<file path="src/sv/minute_schedule_bitmap_assert.svh">
// ----------------------------------------------------------------------------
// minute_schedule_bitmap assertion macros
// Shared assertion forms for the schedule bitmap design.
// ----------------------------------------------------------------------------
`ifndef MINUTE_SCHEDULE_BITMAP_ASSERT_SVH
`define MINUTE_SCHEDULE_BITMAP_ASSERT_SVH

// The consequent must hold in the same cycle as the antecedent.
`define MSBM_ASSERT_SAME(lbl, clk, rst, ante, cons) \
  lbl: assert property (@(posedge clk) disable iff (rst) (ante) |-> (cons)) \
    else $error("minute_schedule_bitmap: same-cycle check failed");

// The consequent must hold in the cycle after the antecedent.
`define MSBM_ASSERT_NEXT(lbl, clk, rst, ante, cons) \
  lbl: assert property (@(posedge clk) disable iff (rst) (ante) |=> (cons)) \
    else $error("minute_schedule_bitmap: next-cycle check failed");

`endif

</file>
<file path="src/sv/msbm_pkg.sv">
// ----------------------------------------------------------------------------
// msbm_pkg
// Types and constants shared by the minute schedule bitmap modules.
// ----------------------------------------------------------------------------
package msbm_pkg;

  localparam int WORD_BITS_DEF = 32;
  localparam int DAY_MINUTES   = 1440;
  localparam int MINUTE_W      = 11;
  localparam int HOURS_MAX     = 23;
  localparam int MINUTES_MAX   = 59;

  typedef enum logic [1:0] {
    ACT_WRITE = 2'd0,
    ACT_READ  = 2'd1,
    ACT_TEST  = 2'd2
  } action_t;

endpackage

</file>
<file path="src/sv/msbm_store.sv">
// ----------------------------------------------------------------------------
// msbm_store
// Schedule word memory with one read and one write port. The read data is
// registered. Words never written since reset read as zero.
// ----------------------------------------------------------------------------
module msbm_store #(
  parameter int WORD_BITS = msbm_pkg::WORD_BITS_DEF,
  localparam int NUM_WORDS = (msbm_pkg::DAY_MINUTES + WORD_BITS - 1) / WORD_BITS,
  localparam int ADDR_W = $clog2(NUM_WORDS)
) (
  input  logic                 clk,
  input  logic                 rst,
  input  logic                 rd_en,
  input  logic [ADDR_W-1:0]    rd_addr,
  output logic [WORD_BITS-1:0] rd_data,
  input  logic                 wr_en,
  input  logic [ADDR_W-1:0]    wr_addr,
  input  logic [WORD_BITS-1:0] wr_data
);

  logic [WORD_BITS-1:0] mem [NUM_WORDS];
  logic [WORD_BITS-1:0] rd_raw;
  logic [NUM_WORDS-1:0] written;
  logic                 rd_ok;

  always_ff @(posedge clk) begin
    if (wr_en) begin
      mem[wr_addr] <= wr_data;
    end
    if (rd_en) begin
      rd_raw <= mem[rd_addr];
    end
  end

  // One flag per word stands in for clearing the whole array at reset.
  always_ff @(posedge clk) begin
    if (rst) begin
      written <= '0;
      rd_ok   <= 1'b0;
    end else begin
      if (wr_en) begin
        written[wr_addr] <= 1'b1;
      end
      if (rd_en) begin
        rd_ok <= written[rd_addr];
      end
    end
  end

  assign rd_data = rd_ok ? rd_raw : '0;

endmodule

</file>
<file path="src/sv/minute_schedule_bitmap.sv">
// ----------------------------------------------------------------------------
// minute_schedule_bitmap
// Every action walks all 45 words of the schedule memory, one word per cycle,
// writing back on writes; a new transaction waits until the answer is registered.
// Reset clears control state and marks every word unwritten, so the whole
// day reads as clear; the block takes a transaction in the cycle after reset.
// ----------------------------------------------------------------------------
`include "minute_schedule_bitmap_assert.svh"

module minute_schedule_bitmap #(
  parameter int WORD_BITS = msbm_pkg::WORD_BITS_DEF
) (
  input  logic       clk,
  input  logic       rst,
  input  logic       in_valid,
  output logic       in_ready,
  input  logic [1:0] action,
  input  logic [4:0] start_hour,
  input  logic [5:0] start_minute,
  input  logic [4:0] end_hour,
  input  logic [5:0] end_minute,
  input  logic       flag_value,
  output logic       out_valid,
  input  logic       out_ready,
  output logic       answer
);

  localparam int NUM_WORDS = (msbm_pkg::DAY_MINUTES + WORD_BITS - 1) / WORD_BITS;
  localparam int ADDR_W    = $clog2(NUM_WORDS);
  localparam int MW        = msbm_pkg::MINUTE_W;
  localparam int SH_W      = $clog2(WORD_BITS);
  localparam logic [ADDR_W-1:0]    LAST_ADDR = ADDR_W'(NUM_WORDS - 1);
  localparam logic [WORD_BITS-1:0] ONES      = '1;

  typedef enum logic [1:0] {S_IDLE, S_WALK, S_HOLD} state_t;

  state_t               state;
  msbm_pkg::action_t    act;
  logic [MW-1:0]        lo;
  logic [MW-1:0]        hi;
  logic                 pick;
  logic                 acc;
  logic                 acc_next;
  logic                 issuing;
  logic                 d_valid;
  logic [ADDR_W-1:0]    rd_addr;
  logic [ADDR_W-1:0]    d_addr;
  logic [MW-1:0]        base;
  logic [WORD_BITS-1:0] rd_data;
  logic [WORD_BITS-1:0] wr_data;
  logic [WORD_BITS-1:0] ge_lo;
  logic [WORD_BITS-1:0] le_hi;
  logic [WORD_BITS-1:0] le_lo;
  logic [WORD_BITS-1:0] span;
  logic                 rd_en;
  logic                 wr_en;
  logic                 accept;

  // Saturate the fields, then form hour*60 + minute as (h<<6) - (h<<2) + m.
  function automatic logic [MW-1:0] minute_of(input logic [4:0] h, input logic [5:0] m);
    logic [4:0]    hs;
    logic [5:0]    ms;
    logic [MW-1:0] hw;
    hs = (h > 5'(msbm_pkg::HOURS_MAX)) ? 5'(msbm_pkg::HOURS_MAX) : h;
    ms = (m > 6'(msbm_pkg::MINUTES_MAX)) ? 6'(msbm_pkg::MINUTES_MAX) : m;
    hw = MW'(hs);
    return (hw << 6) - (hw << 2) + MW'(ms);
  endfunction

  // Bits of the word at minute base whose minute is at or after bound.
  function automatic logic [WORD_BITS-1:0] mask_ge(input logic [MW-1:0] bound,
                                                   input logic [MW-1:0] wbase);
    logic [MW:0] diff;
    diff = {1'b0, bound} - {1'b0, wbase};
    if (diff[MW]) begin
      return ONES;
    end else if (diff[MW-1:0] >= MW'(WORD_BITS)) begin
      return '0;
    end
    return ONES >> diff[SH_W-1:0];
  endfunction

  // Bits of the word at minute base whose minute is at or before bound.
  function automatic logic [WORD_BITS-1:0] mask_le(input logic [MW-1:0] bound,
                                                   input logic [MW-1:0] wbase);
    logic [MW:0]     diff;
    logic [SH_W-1:0] sh;
    diff = {1'b0, bound} - {1'b0, wbase};
    sh = diff[SH_W-1:0] + SH_W'(1);
    if (diff[MW]) begin
      return '0;
    end else if (diff[MW-1:0] >= MW'(WORD_BITS - 1)) begin
      return ONES;
    end
    return ~(ONES >> sh);
  endfunction

  assign in_ready = (state == S_IDLE);
  assign accept   = in_valid && in_ready;
  assign rd_en    = (state == S_WALK) && issuing;
  assign wr_en    = (state == S_WALK) && d_valid && (act == msbm_pkg::ACT_WRITE);

  always_comb begin
    ge_lo = mask_ge(lo, base);
    le_hi = mask_le(hi, base);
    le_lo = mask_le(lo, base);
    span  = '0;
    case (act)
      msbm_pkg::ACT_WRITE: begin
        // A start later than the end wraps through midnight.
        span = (lo <= hi) ? (ge_lo & le_hi) : (ge_lo | le_hi);
      end
      msbm_pkg::ACT_READ: begin
        span = ge_lo & le_lo;
      end
      msbm_pkg::ACT_TEST: begin
        span = (lo <= hi) ? (ge_lo & le_hi) : '0;
      end
      default: begin
        span = '0;
      end
    endcase
    wr_data  = pick ? (rd_data | span) : (rd_data & ~span);
    acc_next = acc;
    case (act)
      msbm_pkg::ACT_READ: begin
        acc_next = acc | (|(rd_data & span));
      end
      msbm_pkg::ACT_TEST: begin
        acc_next = acc & ~(|((rd_data ^ {WORD_BITS{pick}}) & span));
      end
      default: begin
        acc_next = acc;
      end
    endcase
  end

  always_ff @(posedge clk) begin
    if (rst) begin
      state     <= S_IDLE;
      issuing   <= 1'b0;
      d_valid   <= 1'b0;
      out_valid <= 1'b0;
    end else begin
      // The hold state sets out_valid itself, so the clear is left to the others.
      if (out_valid && out_ready && (state != S_HOLD)) begin
        out_valid <= 1'b0;
      end
      case (state)
        S_IDLE: begin
          if (accept) begin
            act     <= msbm_pkg::action_t'(action);
            lo      <= minute_of(start_hour, start_minute);
            hi      <= minute_of(end_hour, end_minute);
            pick    <= flag_value;
            acc     <= (msbm_pkg::action_t'(action) == msbm_pkg::ACT_TEST);
            rd_addr <= '0;
            base    <= '0;
            issuing <= 1'b1;
            d_valid <= 1'b0;
            state   <= S_WALK;
          end
        end
        S_WALK: begin
          d_valid <= issuing;
          d_addr  <= rd_addr;
          if (issuing) begin
            if (rd_addr == LAST_ADDR) begin
              issuing <= 1'b0;
            end else begin
              rd_addr <= rd_addr + ADDR_W'(1);
            end
          end
          if (d_valid) begin
            acc  <= acc_next;
            base <= base + MW'(WORD_BITS);
            if (d_addr == LAST_ADDR) begin
              state <= S_HOLD;
            end
          end
        end
        S_HOLD: begin
          if (!out_valid || out_ready) begin
            out_valid <= 1'b1;
            answer    <= (act == msbm_pkg::ACT_WRITE) ? 1'b0 : acc;
            state     <= S_IDLE;
          end
        end
        default: begin
          state <= S_IDLE;
        end
      endcase
    end
  end

  msbm_store #(
    .WORD_BITS(WORD_BITS)
  ) u_store (
    .clk     (clk),
    .rst     (rst),
    .rd_en   (rd_en),
    .rd_addr (rd_addr),
    .rd_data (rd_data),
    .wr_en   (wr_en),
    .wr_addr (d_addr),
    .wr_data (wr_data)
  );

  // The write-back always trails the read by one word, so they never collide.
  `MSBM_ASSERT_SAME(a_no_collide, clk, rst, wr_en && rd_en, d_addr != rd_addr)
  `MSBM_ASSERT_SAME(a_addr_range, clk, rst, rd_en, rd_addr <= LAST_ADDR)
  `MSBM_ASSERT_NEXT(a_walk_start, clk, rst, accept, rd_en && (rd_addr == '0))
  `MSBM_ASSERT_SAME(a_write_only, clk, rst, wr_en, act == msbm_pkg::ACT_WRITE)

endmodule
</file>
<file path="config.mk">
export PLATFORM = sky130hd
export DESIGN_NAME = minute_schedule_bitmap
export DESIGN_NICKNAME = d
export VERILOG_FILES = /design/src/sv/msbm_pkg.sv /design/src/sv/msbm_store.sv /design/src/sv/minute_schedule_bitmap.sv
export VERILOG_INCLUDE_DIRS = /design/src /design/src/sv
export SDC_FILE = /design/constraint.sdc
export NUM_CORES = 2
export LEC_CHECK = 0
export BUFFER_PORTS_ARGS = -buffer_cell sky130_fd_sc_hd__clkbuf_2
export CAP_MARGIN = 20
export CORE_MARGIN = 2
export CORE_UTILIZATION = 30
export DETAILED_ROUTE_END_ITERATION = 8
export HOLD_SLACK_MARGIN = 0.08
export PLACE_DENSITY = 0.47
export REMOVE_ABC_BUFFERS = 1
export SLEW_MARGIN = 20
export SYNTH_ARGS = -nofsm -noshare
export SYNTH_HDL_FRONTEND = slang
export SYNTH_HIERARCHICAL = 1
export SYNTH_SLANG_ARGS = --single-unit
</file>
<file path="constraint.sdc">
create_clock -name clk -period 11.8 [get_ports clk]
set_clock_uncertainty 0.1 [all_clocks]
set_input_delay 0.59 -clock clk [delete_from_list [all_inputs] [get_ports clk]]
set_output_delay 0.59 -clock clk [all_outputs]
set_load 0.005 [all_outputs]
</file>
After elaboration in Yosys (flattened, before gate mapping)
Memories as Yosys holds them, arrays and structs flattened. A register that Yosys moved wholly into a read port is not among the register bits.
Cells that the tools add are included.
{"block": "word_totals", "ram_bits": 1440, "out_inout_bits": 3, "memories": 1, "regBits": 101, "mem_bits_ro": 0, "elab_cells": 148, "latchBits": 0, "in_bits": 29}
{"memory": "u_store.mem", "words": 45, "word_bits": 32, "rd": 1, "rd_ports_with_merged_regs": 1, "write_ports": 1, "line": "msbm_store.sv:21", "text": "logic [WORD_BITS-1:0] mem [NUM_WORDS];"}
{"block": "op_classes", "n_bitwise": 16, "n_mux": 55, "multipliers": 0, "addsub": 10, "div": 0, "magnitude_cmp": 11, "n_reduce_logical": 22, "eq_ne": 15, "n_shift": 3}
{"cell": "2-to-1 mux 32 bit", "count": 13}
{"cell": "bitwise AND 32 bit", "count": 5}
{"cell": "inverter 32 bit", "count": 3}
{"cell": "one-hot mux 32 bit (3 select lines)", "count": 1}
{"cell": "right shift 32 x 5 -> 32 bit (first input constant)", "count": 3}
{"cell": "OR 32 bit", "count": 2}
{"cell": "OR reduction 32 bit", "count": 2}
{"cell": "OR 45 bit", "count": 1}
{"cell": "XOR 32 bit", "count": 1}
{"cell": "2-to-1 mux 6 bit", "count": 5}
{"cell": "subtractor 11 x 11 -> 12 bit", "count": 2}
{"cell": "adder 11 x 6 -> 11 bit", "count": 2}
{"cell": ">= comparator 11 x 5 -> 1 bit (second input constant)", "count": 2}
{"cell": "2-to-1 mux 11 bit", "count": 2}
{"cell": "one-hot mux 11 bit (2 select lines)", "count": 1}
{"cell": "subtractor 11 x 7 -> 11 bit", "count": 2}
{"cell": "2-to-1 mux 1 bit", "count": 19}
{"cell": "< comparator 6 x 7 -> 1 bit (second input constant)", "count": 2}
{"cell": "== test 6 bit (second input constant)", "count": 2}
{"cell": "> comparator 6 bit (second input constant)", "count": 2}
{"cell": "one-hot mux 6 bit (2 select lines)", "count": 1}
{"cell": "adder 11 x 6 -> 11 bit (second input constant)", "count": 1}
{"cell": ">= comparator 11 x 6 -> 1 bit (second input constant)", "count": 1}
{"cell": "less-or-equal comparator 11 bit", "count": 1}
{"cell": "other kinds (27)", "count": 56}

Longest topological paths before layout
{"block": "logic_depth", "ltp_word": 15, "mapped_depth": 16}

By module
The synthesis kept the hierarchy.
{"module": "msbm_store", "area_each_um2": 57358.8, "instances": 1, "cells_each": 2645, "seq_area_each_um2": 45123.3}
{"module": "minute_schedule_bitmap", "area_each_um2": 6839.1, "instances": 1, "cells_each": 895, "seq_area_each_um2": 1451.4}

Worst setup path after synthesis
OpenSTA, ideal clock, no wires.
{"block": "synth_path", "path_type": "flip-flop to flip-flop", "startpoint": "register base[8]", "endpoint": "memory u_store/mem[0][19] (netlist name) (data pin)", "slack_ns": 6.887, "synth_period_minus_slack_ns": 4.913, "setup_time_ns": 0.555, "required_time_ns": 11.145, "arrival_time_ns": 4.258, "stages_incl_launch_ff": 13, "path_buffers": 3, "cell_sequence": "edfxtp_1 -> inv_1 -> ha_1 -> o211ai_1 -> a21o_1 -> and3_1 -> buf_2 -> a2111oi_4 -> buf_4 -> buf_4 -> a31oi_1 -> o2bb2ai_1 -> o21ai_0"}
{"block": "synth_between", "elab_chain_cells": 11}
{"element": "start: declaration", "line": "minute_schedule_bitmap.sv:48", "text": "logic [MW-1:0] base;"}
{"element": "start signal: assignment", "line": "minute_schedule_bitmap.sv:176", "text": "base <= base + MW'(WORD_BITS);"}
{"element": "subtractor 11 x 11 -> 12 bit (on tied branches)", "line": "minute_schedule_bitmap.sv:74, minute_schedule_bitmap.sv:88"}
{"element": ">= comparator 11 x 6 -> 1 bit or >= comparator 11 x 5 -> 1 bit (tied branches)", "line": "minute_schedule_bitmap.sv:77, minute_schedule_bitmap.sv:92"}
{"element": "2-to-1 mux 1 bit (on tied branches)", "line": "minute_schedule_bitmap.sv:77, minute_schedule_bitmap.sv:92"}
{"element": "2-to-1 mux 1 bit (on tied branches)", "line": "minute_schedule_bitmap.sv:75, minute_schedule_bitmap.sv:90"}
{"element": "2-to-1 mux 32 bit (on tied branches)", "line": "minute_schedule_bitmap.sv:80, minute_schedule_bitmap.sv:95"}
{"element": "bitwise AND 32 bit or OR 32 bit (tied branches)", "line": "minute_schedule_bitmap.sv:111, minute_schedule_bitmap.sv:117"}
{"element": "2-to-1 mux 32 bit (on tied branches)", "line": "minute_schedule_bitmap.sv:117, minute_schedule_bitmap.sv:111"}
{"element": "one-hot mux 32 bit (3 select lines) *", "line": "minute_schedule_bitmap.sv:108", "text": "case (act)"}
{"element": "inverter 32 bit", "line": "minute_schedule_bitmap.sv:123", "text": "wr_data = pick ? (rd_data | span) : (rd_data & ~span);"}
{"element": "bitwise AND 32 bit", "line": "minute_schedule_bitmap.sv:123"}
{"element": "2-to-1 mux 32 bit *", "line": "minute_schedule_bitmap.sv:123"}
{"element": "via wr_data[19]", "line": "minute_schedule_bitmap.sv:50", "text": "logic [WORD_BITS-1:0] wr_data;"}
{"element": "end: declaration", "line": "msbm_store.sv:21"}
The timed path passes the listed nets; every way through them passes the cells marked *.

Worst setup path in the final report
{"block": "layout_path", "startpoint": "register lo[2]", "endpoint": "register acc (data pin)"}
{"block": "layout_between", "elab_chain_cells": 15}
{"element": "start: declaration", "line": "minute_schedule_bitmap.sv:39", "text": "logic [MW-1:0] lo;"}
{"element": "start signal: assignment", "line": "minute_schedule_bitmap.sv:153", "text": "lo <= minute_of(start_hour, start_minute);"}
{"element": "parallel branches: the longest is 7 deep, another holds subtractor 11 x 11 -> 12 bit"}
{"element": "one-hot mux 32 bit (3 select lines) *", "line": "minute_schedule_bitmap.sv:108"}
{"element": "bitwise AND 32 bit", "line": "minute_schedule_bitmap.sv:130", "text": "acc_next = acc & ~(|((rd_data ^ {WORD_BITS{pick}}) & span));"}
{"element": "OR reduction 32 bit", "line": "minute_schedule_bitmap.sv:130"}
{"element": "inverter 1 bit", "line": "minute_schedule_bitmap.sv:130"}
{"element": "bitwise AND 1 bit", "line": "minute_schedule_bitmap.sv:130"}
{"element": "one-hot mux 1 bit (2 select lines) *", "line": "minute_schedule_bitmap.sv:125", "text": "case (act)"}
{"element": "2-to-1 mux 1 bit *", "line": "minute_schedule_bitmap.sv:174", "text": "if (d_valid) begin"}
{"element": "one-hot mux 1 bit (2 select lines) *", "line": "minute_schedule_bitmap.sv:149", "text": "case (state)"}
{"element": "end signal: assignment", "line": "minute_schedule_bitmap.sv:156", "text": "acc <= (msbm_pkg::action_t'(action) == msbm_pkg::ACT_TEST);"}
{"element": "end signal: assignment", "line": "minute_schedule_bitmap.sv:175", "text": "acc <= acc_next;"}
{"element": "end: declaration", "line": "minute_schedule_bitmap.sv:42", "text": "logic acc;"}
Mark *: on every way between the ends. The select of a mux whose other input is x is not followed.
A chain may end at the register's enable or synchronous reset.

==> impl_metrics.toml <==
[run_status]
status = "finished, final reports clean"

[floorplan]
dieHeight_microns = 466.6
fp.dieW_microns = 466.6
core_sq_um = 212300
pin_count = 32
rows = 169
start_util_pct = 30.24
die-area_sq_um = 217700

[worst_setup_path]
cp.required_ns = 12.26
r2r_slack_ns = 6.91
worst-setup-path-type = "reg2reg"
crit_arrival_ns = 5.35
cp_max_fo = 19
crit_path_start_kind = "flop"
critical_path.endpoint_type = "flop"

[routing]
top_layer = "met4"
routed_via_density = 5.224
wl_met1_mm = 85.61
ant_nets = 0
met3_length_mm = 9.972
wl_per_cell_microns = 27.72
drt_iter0_markers = 3692
routed_wl_mm = 184.3
drc_errors = 0
firstDrtPassIters = 6
vias = 34731
route.met2.wl_mm = 84.10

[power_and_ir_drop]
netSwitchingPower_mw = 2.777
p_leak_nw = 23.43
comb_power_share_pct = 6.9
p_clk_share_pct = 42.3
p_sw_share_pct = 22.84
seq_power_share_pct = 50.9
p_per_area_nw_per_um2 = 164.2
ir_worst_vdd_uv = 144.4
internal_power_mw = 9.381

[clocking]
cts_htree_levels = 4
cts_made_buffers = 168
path_clk_slew_ns = 0.06
clkLatencyLatePin_ns = 0.81
root_buffer = "clkbuf_16"
cts.path.max_buffers = 3
cts_sinks = 1568
cts_tree = "done"

[timing]
slew_headroom_pct = 25.04
hold_viol = 0
tightest_slew_ns = 1.124
whs_ns = 0.1762
post-route-min-period_ns = 4.886
fin_crit_sh_pct = 41.41
finalSetupViolations = 0
final_max_slew_viol_count = 0
grt_setup_unrepaired = "false"
max_clock_freq_mhz = 204.7

[cells_and_area]
fin_nets = 3763
layout-drive-gt1-share_pct = 22.09
final_core_util_pct = 34.87
final_cells = 6648
fillerInstances = 20061
syn2layout_area_growth_pct = 15.31

[synthesis]
synthesis.area_sq_um = 64200
netlist.top_cell.by_area = "edfxtp_1"
syn_avg_cell_area_sq_um = 18.13
synth_top_flop_cell = "edfxtp_1"
synth-seq-cells = 1568
async_flop_share_pct = 0
syn_inst = 3540
synth_edf_count = 1517
yosysUniqueCellTypes = 96
ys_seq_area_share_pct = 72.55
synth.top_cell.area_share_pct = 70.96
yosys_warnings = 6
synthTopCellsByArea = "edfxtp_1, mux4_2, dfxtp_1"

[global_routing]
antenna_found_initial = 8
overflow = 0
grt_pass1_vias = 35200
grt_start_max_net_pins = 85
grt.total_usage_pct = 16.84
grt_first_pass_wirelength_mm = 264.1

[placement]
routabilityCongestion = 0.9001
place_hpwl_mm = 108.4
place_inst = 6316
io_buffers = 31

[hold_path]
hold_class = "in2reg"

[job]
max-cap-violations = 0
-- Yosys cell counts (all sizes together), types with 10 or more instances --
master and count:
edfxtp 1517, xnor2 17, clkbuf 89, o221ai 25
buf 105, and2 43, o22ai 104, nor2b 22
or3 38, o2111ai 14, o21a 14, mux2 14
nand4 17, a22o 23, a211oi 10, o31ai 11
mux2i 93, nor4 11, nand2 152, a22oi 43
nor2 222, nor3 28, ha 47, a221oi 24
inv 63, o21ai 111, a32oi 10, nand3 37
a21oi 70, a21o 10, nand2b 22, dfxtp 51
mux4 331, a31oi 12, o211ai 34, and3 11
-- layout make-up --
cell class,instances,area [sq um],area share (%)
clock buffers,204,4420,5.972
repair buffers,171,1354,1.829
inverters,63,236.5,0.3195
clock inverters,99,899.6,1.215
diodes,7,17.52,0.02366
flip-flops and latches,1568,46570,62.92
well taps,2821,3530,4.768
multi-input cells,1715,16990,22.95
-- cell usage in the layout, fill, tap and decap left out, types with 49 or more instances in the layout --
cell / instances
o22ai_1: 103
edfxtp_1: 1517
mux2i_1: 93
a21oi_1: 63
nor2_1: 172
dfxtp_1: 51
clkbuf_16: 169
buf_4: 114
nor2_4: 49
nand2_1: 151
inv_1: 62
mux4_2: 331
o21ai_0: 81
-- critical path, stage by stage (launching register included) --
cell      delay (ns)
edfxtp_1        0.66
ha_1            0.42
nand3_1         0.10
or4_1           0.55
nand4_1         0.20
nand2_1         0.43
a21oi_2         0.60
a22oi_2         0.18
a222oi_1        0.53
nand4_1         0.18
nor4_1          0.30
a31oi_1         0.14
a41o_1          0.23
-- power by group through the flow --
stage,sequential (mW),clock [mW],combinational [mW]
detailed placement,6.30,0,0.829
floorplan,6.36,0,0.552
global route,6.18,5.49,0.901
global placement,6.30,0,0.825
CTS,6.19,5.27,0.836
finish,6.19,5.14,0.835
-- layer usage --
| metal | GRT usage, % | up-vias |
|---|---|---|
| met5 | 0 | - |
| met4 | 4.884 | 0 |
| met3 | 2.900 | 238 |
| met2 | 25.89 | 1016 |
| met1 | 24.41 | 18622 |
| li1 | - | 14855 |
-- sequential cells by signal, indices dropped and copies added (netlist names), 2 cells and up --
signal and count:
u_store/mem 1440, u_store/written 45, u_store/rd_raw 32, hi 11, lo 11, base 6
d_addr 6, rd_addr 6, act 2, state 2
-- through the flow --
stage | cell area (sq um) | TNS [ns] | power [mW] | setup slack (ns)
global route | 74010 | 0 | 12.58 | 6.743
detailed placement | 68420 | 0 | 7.132 | 6.822
floorplan | 63230 | -113.71 | 6.911 | -3.435
CTS | 73940 | 0 | 12.30 | 6.804
global placement | 68390 | 0 | 7.128 | 6.853
finish | 74020 | 0 | 12.16 | 6.914
-- logic make-up (layout without fill, tap and decap cells) --
| group | count (synthesis) | in the layout | share of synthesized area (%) |
|---|---|---|---|
| DFF | 1568 | 1568 | 72.55 |
| xor gates and xnor gates | 25 | 25 | 0.3411 |
| AOI/OAI and AO/OA | 575 | 575 | 6.326 |
| and+or+nand+nor | 629 | 629 | 4.670 |
| other | 0 | 7 | 0 |
| adders and majority gates | 48 | 48 | 0.9316 |
| buffers and inverters | 257 | 537 | 1.875 |
| muxes | 438 | 438 | 13.31 |
-- worst paths after layout --
| kind | startpoint | to | cells after the start |
|---|---|---|---|
| worst max-delay path | lo[2] | acc | 12 |
| worst min-delay path | start_hour[0] | lo[10] | 4 |
| worst max register to register | lo[2] | acc | 12 |
| worst min register to register | u_store/written[28] | u_store/written[28] | 2 |
-- timing repair --
item,4_1_cts,5_1_grt
resized for setup,0,0
hold endpoints to repair,14,0
setup buffers,0,0
setup endpoints to repair,0,0
hold buffers,20,0
(Power assumes the default switching activity.)
